[src/hdl/hbrc_pkg.sv]
// Shared types and constants for the hashed bucket run counter.
`default_nettype none
package hbrc_pkg;

    localparam logic [31:0] FIB_LO  = 32'h7F4A7C15;
    localparam logic [31:0] FIB_HI  = 32'h9E3779B9;
    localparam logic [31:0] CNT_MAX = 32'hFFFFFFFF;

    typedef enum logic [1:0] {
        KIND_COUNTED = 2'd0,
        KIND_SPILLED = 2'd1,
        KIND_DRAINED = 2'd2,
        KIND_EMPTY   = 2'd3
    } t_kind;

    // sequencer to datapath
    typedef struct packed {
        logic accept;  // latch input word, update pending run
        logic clr;     // clearing sweep step
        logic mul0;    // key lo * mult lo
        logic mul1;    // key hi * mult lo
        logic mul2;    // key lo * mult hi
        logic hash;    // form bucket index
        logic rd;      // read bucket row
        logic upd;     // write back row, emit run word
        logic dmask;   // load occupancy of drained row
        logic demit;   // emit one drain word
        logic sel;     // 0 old run, 1 run closed by end of data
        logic last;    // last flag for run word
    } t_cmd;

    // datapath to sequencer
    typedef struct packed {
        logic is_drain;
        logic has_old;
        logic has_eod;
        logic out_busy;
        logic drn_last;
        logic clr_last;
    } t_sts;

    function automatic logic [31:0] sat_add(input logic [31:0] a, input logic [31:0] b);
        logic [32:0] s;
        s = {1'b0, a} + {1'b0, b};
        return s[32] ? CNT_MAX : s[31:0];
    endfunction

endpackage
`default_nettype wire

[src/hdl/hbrc_ctrl.sv]
// Sequencer for the hashed bucket run counter.
`default_nettype none
module hbrc_ctrl
    import hbrc_pkg::*;
(
    input  wire  i_clk,
    input  wire  i_rst_n,
    input  wire  i_in_valid,
    input  t_sts i_sts,
    output t_cmd o_cmd,
    output logic o_ready
);

    typedef enum logic [3:0] {
        S_CLR, S_IDLE, S_M0, S_M1, S_M2, S_HASH, S_RD, S_UPD,
        S_DRD, S_DMASK, S_DEMIT
    } t_state;

    t_state r_state, n_state;
    logic   r_sel, n_sel;
    logic   r_second, n_second;

    always_comb begin
        o_cmd    = '0;
        o_cmd.sel  = r_sel;
        o_cmd.last = !r_second;
        n_state  = r_state;
        n_sel    = r_sel;
        n_second = r_second;
        o_ready  = (r_state == S_IDLE);
        case (r_state)
            S_CLR: begin
                o_cmd.clr = 1'b1;
                if (i_sts.clr_last) n_state = S_IDLE;
            end
            S_IDLE: begin
                if (i_in_valid) begin
                    o_cmd.accept = 1'b1;
                    if (i_sts.is_drain) begin
                        n_state = S_DRD;
                    end else if (i_sts.has_old) begin
                        n_sel    = 1'b0;
                        n_second = i_sts.has_eod;
                        n_state  = S_M0;
                    end else if (i_sts.has_eod) begin
                        n_sel    = 1'b1;
                        n_second = 1'b0;
                        n_state  = S_M0;
                    end
                end
            end
            S_M0:   begin o_cmd.mul0 = 1'b1; n_state = S_M1; end
            S_M1:   begin o_cmd.mul1 = 1'b1; n_state = S_M2; end
            S_M2:   begin o_cmd.mul2 = 1'b1; n_state = S_HASH; end
            S_HASH: begin o_cmd.hash = 1'b1; n_state = S_RD; end
            S_RD:   begin o_cmd.rd = 1'b1; n_state = S_UPD; end
            S_UPD: begin
                if (!i_sts.out_busy) begin
                    o_cmd.upd = 1'b1;
                    if (r_second) begin
                        n_sel    = 1'b1;
                        n_second = 1'b0;
                        n_state  = S_M0;
                    end else begin
                        n_state = S_IDLE;
                    end
                end
            end
            S_DRD:   begin o_cmd.rd = 1'b1; n_state = S_DMASK; end
            S_DMASK: begin o_cmd.dmask = 1'b1; n_state = S_DEMIT; end
            S_DEMIT: begin
                if (!i_sts.out_busy) begin
                    o_cmd.demit = 1'b1;
                    if (i_sts.drn_last) n_state = S_IDLE;
                end
            end
            default: n_state = S_IDLE;
        endcase
    end

    always_ff @(posedge i_clk) begin
        if (!i_rst_n) begin
            r_state  <= S_CLR;
            r_sel    <= 1'b0;
            r_second <= 1'b0;
        end else begin
            r_state  <= n_state;
            r_sel    <= n_sel;
            r_second <= n_second;
        end
    end

endmodule
`default_nettype wire

[config.mk]
export PLATFORM = sky130hd
export DESIGN_NAME = hbrc_ctrl
export DESIGN_NICKNAME = d
export VERILOG_FILES = /design/src/hdl/hbrc_pkg.sv /design/src/hdl/hbrc_ctrl.sv
export SDC_FILE = /design/constraint.sdc
export NUM_CORES = 1
export LEC_CHECK = 0
export ABC_AREA = 1
export BUFFER_PORTS_ARGS = -buffer_cell sky130_fd_sc_hd__buf_2
export CAP_MARGIN = 20
export CORE_MARGIN = 3
export CORE_UTILIZATION = 41
export DETAILED_ROUTE_END_ITERATION = 7
export GPL_TIMING_DRIVEN = 0
export PLACE_DENSITY = 0.77
export SYNTH_ARGS = -nofsm -noshare
export SYNTH_HDL_FRONTEND = slang
export SYNTH_SLANG_ARGS = --single-unit
[constraint.sdc]
create_clock -name i_clk -period 1.2 [get_ports i_clk]
set_input_delay 0.24 -clock i_clk [delete_from_list [all_inputs] [get_ports i_clk]]
set_output_delay 0.24 -clock i_clk [all_outputs]
set_load 0.005 [all_outputs]
Word level (Yosys, flattened, before mapping)
Index checks and enable logic that the tools add are counted.
W data, S select, Z words.
{ "totals": {"register_bits": 6, "in_bits": 9} }
{ "classes": {"n_eq_ne": 19, "n_mux": 35, "reduce_logical": 7} }
{ "ops": {"columns": ["operator", "n"], "rows": [
  ["$pmux W4 S11", 1],
  ["$mux W4", 8],
  ["$mux W1", 23],
  ["$eq A4 B3 Y1 const B", 4],
  ["$ne A2 B2 Y1 const B", 7],
  ["$eq A4 B4 Y1 const B", 3],
  ["$reduce_and A6 Y1", 2],
  ["$eq A4 B2 Y1 const B", 2],
  ["$reduce_and A5 Y1", 1],
  ["$eq A4 B1 Y1 const B", 1],
  ["$logic_not A4 Y1", 1],
  ["$ne A4 B4 Y1 const B", 1],
  ["$pmux W1 S2", 2],
  ["$ne A3 B3 Y1 const B", 1],
  ["$mux W2", 1],
  ["$reduce_bool A2 Y1", 1],
  ["$reduce_or A2 Y1", 1],
  ["$logic_not A1 Y1", 1]
]} }

Longest topological paths before layout
Gate-level depths: netlist (run 1).
{ "depth": {"word_depth": 5, "depth_mapped": 9, "mapped_depth_nobuf": 9} }

Worst setup path after synthesis (run 1)
OpenSTA, ideal clock, no wires.
{ "synth_timing": {"kind": "reg-to-reg", "startpoint": "register r_state[3]", "endpoint": "register r_state[1]", "arrival_time_ns": 1.047, "required_ns": 1.087, "setup_slack_ns": 0.040, "stages_incl_launch_ff": 9, "n_path_buf": 0, "period_less_slack_ns": 1.160, "path_cell_list": "dfxtp_1 nor2_1 nand2_1 o21ai_2 inv_2 nand2_2 nand2_1 nand2_1 nor2_1"} }
{ "synth_via": {"elab_chain_cells": 3} }
{ "synth_lines": {"columns": ["element", "line", "source"], "rows": [
  ["from (decl)", "hbrc_ctrl.sv:19", "t_state r_state, n_state;"],
  ["from (signal assigned)", "hbrc_ctrl.sv:87", "r_state <= n_state;"],
  ["$eq A4 B1 Y1, or another cell as far along", "hbrc_ctrl.sv:31", "case (r_state)"],
  ["$ne A4 B4 Y1 (no line) or $ne A2 B2 Y1 (tied branches)", null, null],
  ["$reduce_and A6 Y1 (no line)", null, null]
]} }
Parallel ways exist; a longest one is shown, timed or not.
A chain may end at the register's enable or synchronous reset.

==> results of run 1 <==
==> per-stage QoR <==
| step | setup TNS, ns | hold slack, ns |
|---|---|---|
| after floorplan | 0 | 0.360 |
| after global placement | -0.686 | 0.471 |
| after detailed placement | -0.696 | 0.476 |
| after CTS | -1.30 | 0.247 |
| after global routing | -3.14 | 0.268 |
| final | -2.23 | 0.255 |
==> worst max path at each step <==
stage	endpoint	from	cells past startpoint	slack (ns)
detailed placement	r_state[1]	r_state[3]	8	-0.14
floorplan	r_state[1]	r_state[3]	8	0.04
global placement	r_state[1]	r_state[3]	8	-0.13
CTS	o_cmd[11]	r_state[0]	5	-0.15
global route	o_cmd[5]	r_state[2]	5	-0.28
finish	o_cmd[4]	r_state[0]	5	-0.23
==> worst max-delay path, cell delays in order (launching register included) <==
cell	delay (ns)
dfxtp_4	0.43
nand2_1	0.13
inv_2	0.11
nand2_2	0.06
nor2_2	0.09
buf_2	0.12
==> report_power, final <==
| part | total, W | leakage (nW) | internal, W | switching, W |
|---|---|---|---|---|
| Combinational | 0.00170 | 0.434 | 0.000755 | 0.000943 |
| Clock | 0.000184 | 0.0138 | 0.000113 | 0.0000707 |
| Sequential | 0.000495 | 0.0520 | 0.000309 | 0.000186 |
==> layer usage <==
layer  global-route usage, %  wire, um  vias up
li1                        -         -      398
met1                    23.9       862      384
met2                    34.4      1070       76
met3                    1.29       232        9
met4                    9.32        61        0
met5                       0         0        -
==> cell usage in the layout, fill, tap and decap left out, drive strengths merged <==
| master | synthesis | layout |
|---|---|---|
| buf | 1 | 35 |
| nand2 | 29 | 29 |
| nor2 | 29 | 29 |
| inv | 16 | 16 |
| nand3 | 8 | 8 |
| dfxtp | 6 | 6 |
| o21ai | 5 | 5 |
| a21oi | 3 | 3 |
| clkbuf | 0 | 3 |
| a31oi | 2 | 2 |
| nand4 | 2 | 2 |
| clkinv | 1 | 1 |
| nor4 | 1 | 1 |
==> logic make-up after synthesis <==
kind of cell           count (synthesis)  synth area share, %
AO/OA/AOI/OAI                         10                 10.9
buffers and inverters                 18                 13.0
flip-flops                             6                 21.8
AND/OR/NAND/NOR                       69                 54.3
==> layout make-up <==
type / instances / area [um2]
tap: 14 / 17.5
timing repair buffer: 34 / 213
sequential: 6 / 135
buffer: 1 / 7.51
inverter: 17 / 75.1
multi-input combinational: 79 / 492
fill: 70 / 224
clock buffer: 3 / 22.5
==> timing repair <==
action	4_1_cts	5_1_grt
setup buffers	9	4
gates resized for setup	32	22
setup endpoints to repair	16	16
pin swaps	4	13
hold endpoints to repair	0	0
==> flip-flops by register name, indices dropped and copies added (netlist names) <==
register,flops
r_second,1
r_sel,1
r_state,4
==> synth_stat cells (all sizes together) <==
| cell type | number | area [um2] |
|---|---|---|
| nand2 | 29 | 114 |
| nor2 | 29 | 126 |
| inv | 16 | 60.1 |
| nand3 | 8 | 40.0 |
| dfxtp | 6 | 120 |
| o21ai | 5 | 32.5 |
| a21oi | 3 | 15.0 |
| a31oi | 2 | 12.5 |
| nand4 | 2 | 12.5 |
| buf | 1 | 7.51 |
| clkinv | 1 | 3.75 |
| nor4 | 1 | 6.26 |
==> metrics, run 1 <==
status finished, violations left; failing checks setup timing; Ys Warns 0; peak supply drop around 1.4 mV; H-tree level count 1; RD Place Congestion about 0.86; DP Area 673 um2; clk slew on worst S/H paths 0.04 ns; diode count 0; layout cells sized above 1 57.1%; Num CTS Buffers 3; R2R setup slack -0.19 ns; Reg2Reg Launch Point r_state[0]; Rel. slew slack about 81%; Max-cap violations 0; minimum clock period approximately 1.4 ns; worst skew pair latency 0.24 ns; worst r2r path cells 9; Core Util, Final between 80% and 90%; Final Cycle Share 119%; Root Buffer clkbuf_4; Die X-Extent 42.6 um; post-synthesis register bit count 6; final wirelength 2230 um; Residual DRC 0; Worst Hold End r_state[0]; Crit path required time between 0.9 and 1 ns; # rows 12; worst-margin pin slew around 0.28 ns; die area approximately 0.0018 mm2; number of library cell types mapped by synthesis 17; HP Start i_rst_n; largest net degree at the start of global routing 7; Inst Count DP between 100 and 150; Crit Reg-Reg Endpoint r_state[1]; CP arrival 1.19 ns; Synth Net Count roughly 110; pre-CTS setup slack -0.142 ns; First-pass DRT Iterations 4; vias in the first global route ~670; hold buffers post-CTS 0; RSZ-0062 raised after global routing true; clk sinks 6; startpoint class of the critical path flip-flop; detailed-route via count between 800 and 900; CP endpoint kind primary output; GRT overflow 0; hold path cells 3; sequential cell area fraction in the yosys report a little over a fifth; LEAKAGE approximately 0.5 nW; Avg Cell Area, Syn ~5.3 um2; final hold violations 0; max-slew violations 0; DP HPWL between 1000 and 1500 um; CTS tree yes; Port Buffers 21; final setup skew about 0.0033 ns; vias per cell 5.63; Layout area overhead 74.8%; Post-Syn Area around 550 um2; IO Count 22; Finish-stage setup viols 16; Final WS setup -0.229 ns; per-cell routed wire length about 14 um; DR iter-0 viols 46; Final Net Count 151; FMAX 0.700 GHz; CP max FO 6; initial antenna violation count 0; first-pass GRT wire length 2770 um; cells after synthesis a little over 100; y dimension of the die 42.6 um; Placeable Area ~0.0012 mm2; CTS Buffer Depth 2; Layout Cells excl Fill 154; Antenna Violating Nets Remaining 0; Worst Setup Path Type flip-flop to primary output; worst hold path class input port to flip-flop; Pwr per Cell Area 2470 mW/mm2; GRT Util Overall 19.7%; Final Cell Area approximately 960 um2; Initial Util a little under half; total chip power between 0.002 and 0.0025 W
No activity file was read; power rests on OpenSTA's default activity.
==> run 2: changes to the inputs <==
--- a/config.mk
+++ b/config.mk
@@ -13,6 +13,7 @@
 export DETAILED_ROUTE_END_ITERATION = 7
 export GPL_TIMING_DRIVEN = 0
 export PLACE_DENSITY = 0.77
+export RECOVER_POWER = 100
 export SYNTH_ARGS = -nofsm -noshare
 export SYNTH_HDL_FRONTEND = slang
 export SYNTH_SLANG_ARGS = --single-unit
==> run 2 against run 1 <==
Net effect: hold slack better by 0.0024 ns; critical path depth is the same; design area unchanged; critical path type unchanged; critical endpoint unchanged; setup slack better by 0.0075 ns; routed wire length increased by 0.90%; the run still ends with setup timing left; total power about the same; register-to-register slack is essentially flat; first-iteration DRC count is the same; global-route usage unchanged; via count shrank 0.12%; non-clock buffer count is the same.
==> metrics, run 2 (synthesis results as in run 1) <==
Final WS setup -0.222 ns (+0.00753 ns); vias per cell 5.62 (-0.12%); GRT Util Overall 19.7% (unchanged); die area 0.00182 mm2 (unchanged); CP max FO 6 (unchanged); minimum clock period 1.42 ns (-0.00753 ns); CTS tree yes; Pwr per Cell Area 2470 mW/mm2 (about the same); fillers 70 (unchanged); startpoint class of the critical path flip-flop; vias in the first global route 671 (unchanged); CP endpoint kind primary output; final hold violations 0 (unchanged); CTS Buffer Depth 2 (unchanged); largest net degree at the start of global routing 7 (unchanged); per-cell routed wire length 14.6 um (+0.90%); peak supply drop 1.39 mV (-0.48%); FMAX 0.703 GHz (+0.53%); Port Buffers 21 (unchanged); Finish-stage setup viols 16 (unchanged); largest reg by FF count r_state; most frequent cells in the layout 20 x buf_2, 17 x nand2_1, 16 x nor2_1; worst hold path class input port to flip-flop; status finished, violations left; IO Count 22 (unchanged); Initial Util 46.4% (unchanged); First-pass DRT Iterations 4 (unchanged); diode count 0 (unchanged); Worst Setup Path Type flip-flop to primary output; Crit path required time 0.96 ns (about the same); Final Cycle Share 118% (-0.63 points); Antenna Violating Nets Remaining 0 (unchanged); Hold Slack 0.257 ns (+0.00242 ns); CP arrival 1.18 ns (about the same); Residual DRC 0 (unchanged); GRT overflow 0 (unchanged); Max-cap violations 0 (unchanged); clk slew on worst S/H paths 0.04 ns (about the same); Final Net Count 151 (unchanged); Layout area overhead 74.8% (unchanged); worst-margin pin slew 0.280 ns (+0.0000491 ns); final wirelength 2250 um (+0.90%); failing checks setup timing; initial antenna violation count 0 (unchanged); DR iter-0 viols 46 (unchanged); clk sinks 6 (unchanged); # rows 12 (unchanged); LEAKAGE 0.499 nW (about the same); detailed-route via count 866 (-0.12%); Num CTS Buffers 3 (unchanged); Core Util, Final 81.1% (unchanged); layout cells sized above 1 57.1% (unchanged); RSZ-0062 raised after global routing true; max-slew violations 0 (unchanged); final setup skew 0.00330 ns (+0.0000216 ns); Die X-Extent 42.6 um (unchanged); DP HPWL 1180 um (unchanged); worst skew pair latency 0.24 ns (about the same); Largest regs r_state (4), r_second (1), r_sel (1); first-pass GRT wire length 2770 um (unchanged); y dimension of the die 42.6 um (unchanged); commonest non-fill, non-tap cell in the layout buf_2; Placeable Area 0.00119 mm2 (unchanged); number of flip-flops in the largest register 4 (unchanged); Rel. slew slack 81.3% (about the same); RD Place Congestion 0.862 (unchanged); H-tree level count 1 (unchanged); Root Buffer clkbuf_4
[run 2: worst paths after layout]
| path | from | end | slack, ns | cells past startpoint |
|---|---|---|---|---|
| hold / removal | i_rst_n | r_state[0] | 0.26 | 3 |
| setup reg to reg | r_state[0] | r_state[1] | -0.20 | 9 |
| setup / recovery | r_state[0] | o_cmd[4] | -0.22 | 5 |
| hold reg to reg | r_sel | r_sel | 0.48 | 2 |
[run 2: final cells by class]
class	instances	area, um2	area share (%)
Sequential cell	6	135	14.0
Multi-Input combinational cell	79	492	51.1
Timing Repair Buffer	34	213	22.1
Clock buffer	3	22.5	2.34
Buffer	1	7.51	0.780
Inverter	17	75.1	7.80
Tap cell	14	17.5	1.82
[run 2: critical path: stages (launching register included)]
cell and delay (ns):
dfxtp_4 0.43, nand2_1 0.13, inv_2 0.11, nand2_2 0.06, nor2_2 0.09, buf_2 0.12
[run 2: stage by stage]
stage | worst slack, ns | std cells | total power (W) | instance area (um2) | setup TNS [ns]
6_report | -0.222 | 154 | 0.00237 | 962 | -2.28
3_3_place_gp | -0.128 | 138 | 0.00140 | 673 | -0.686
5_1_grt | -0.276 | 154 | 0.00253 | 962 | -3.14
3_5_place_dp | -0.142 | 138 | 0.00142 | 673 | -0.696
2_1_floorplan | 0.0405 | 103 | 0.00112 | 551 | 0
4_1_cts | -0.154 | 150 | 0.00200 | 846 | -1.30
[run 2: per-layer routing]
layer  up-vias  GRT usage [%]  share of wire, %
met5         -              0                 0
met4         0           9.32               2.8
met3         9           1.29               9.5
met2        70           34.4                48
met1       390           23.9                39
li1        397              -                 -
[run 2: power by group]
group          switching, W  total [W]  internal (W)
clock             0.0000702   0.000183      0.000113
combinational      0.000944    0.00170      0.000753
sequential         0.000184   0.000493      0.000309
[run 2: what timing repair did]
| action | in CTS | in global routing |
|---|---|---|
| buffers inserted | 9 | 4 |
| resized for setup | 32 | 22 |
| endpoints found under the hold margin | 0 | 0 |
| hold buffers | 0 | 0 |
| endpoints found under the setup margin | 16 | 16 |
| pin swaps | 4 | 13 |
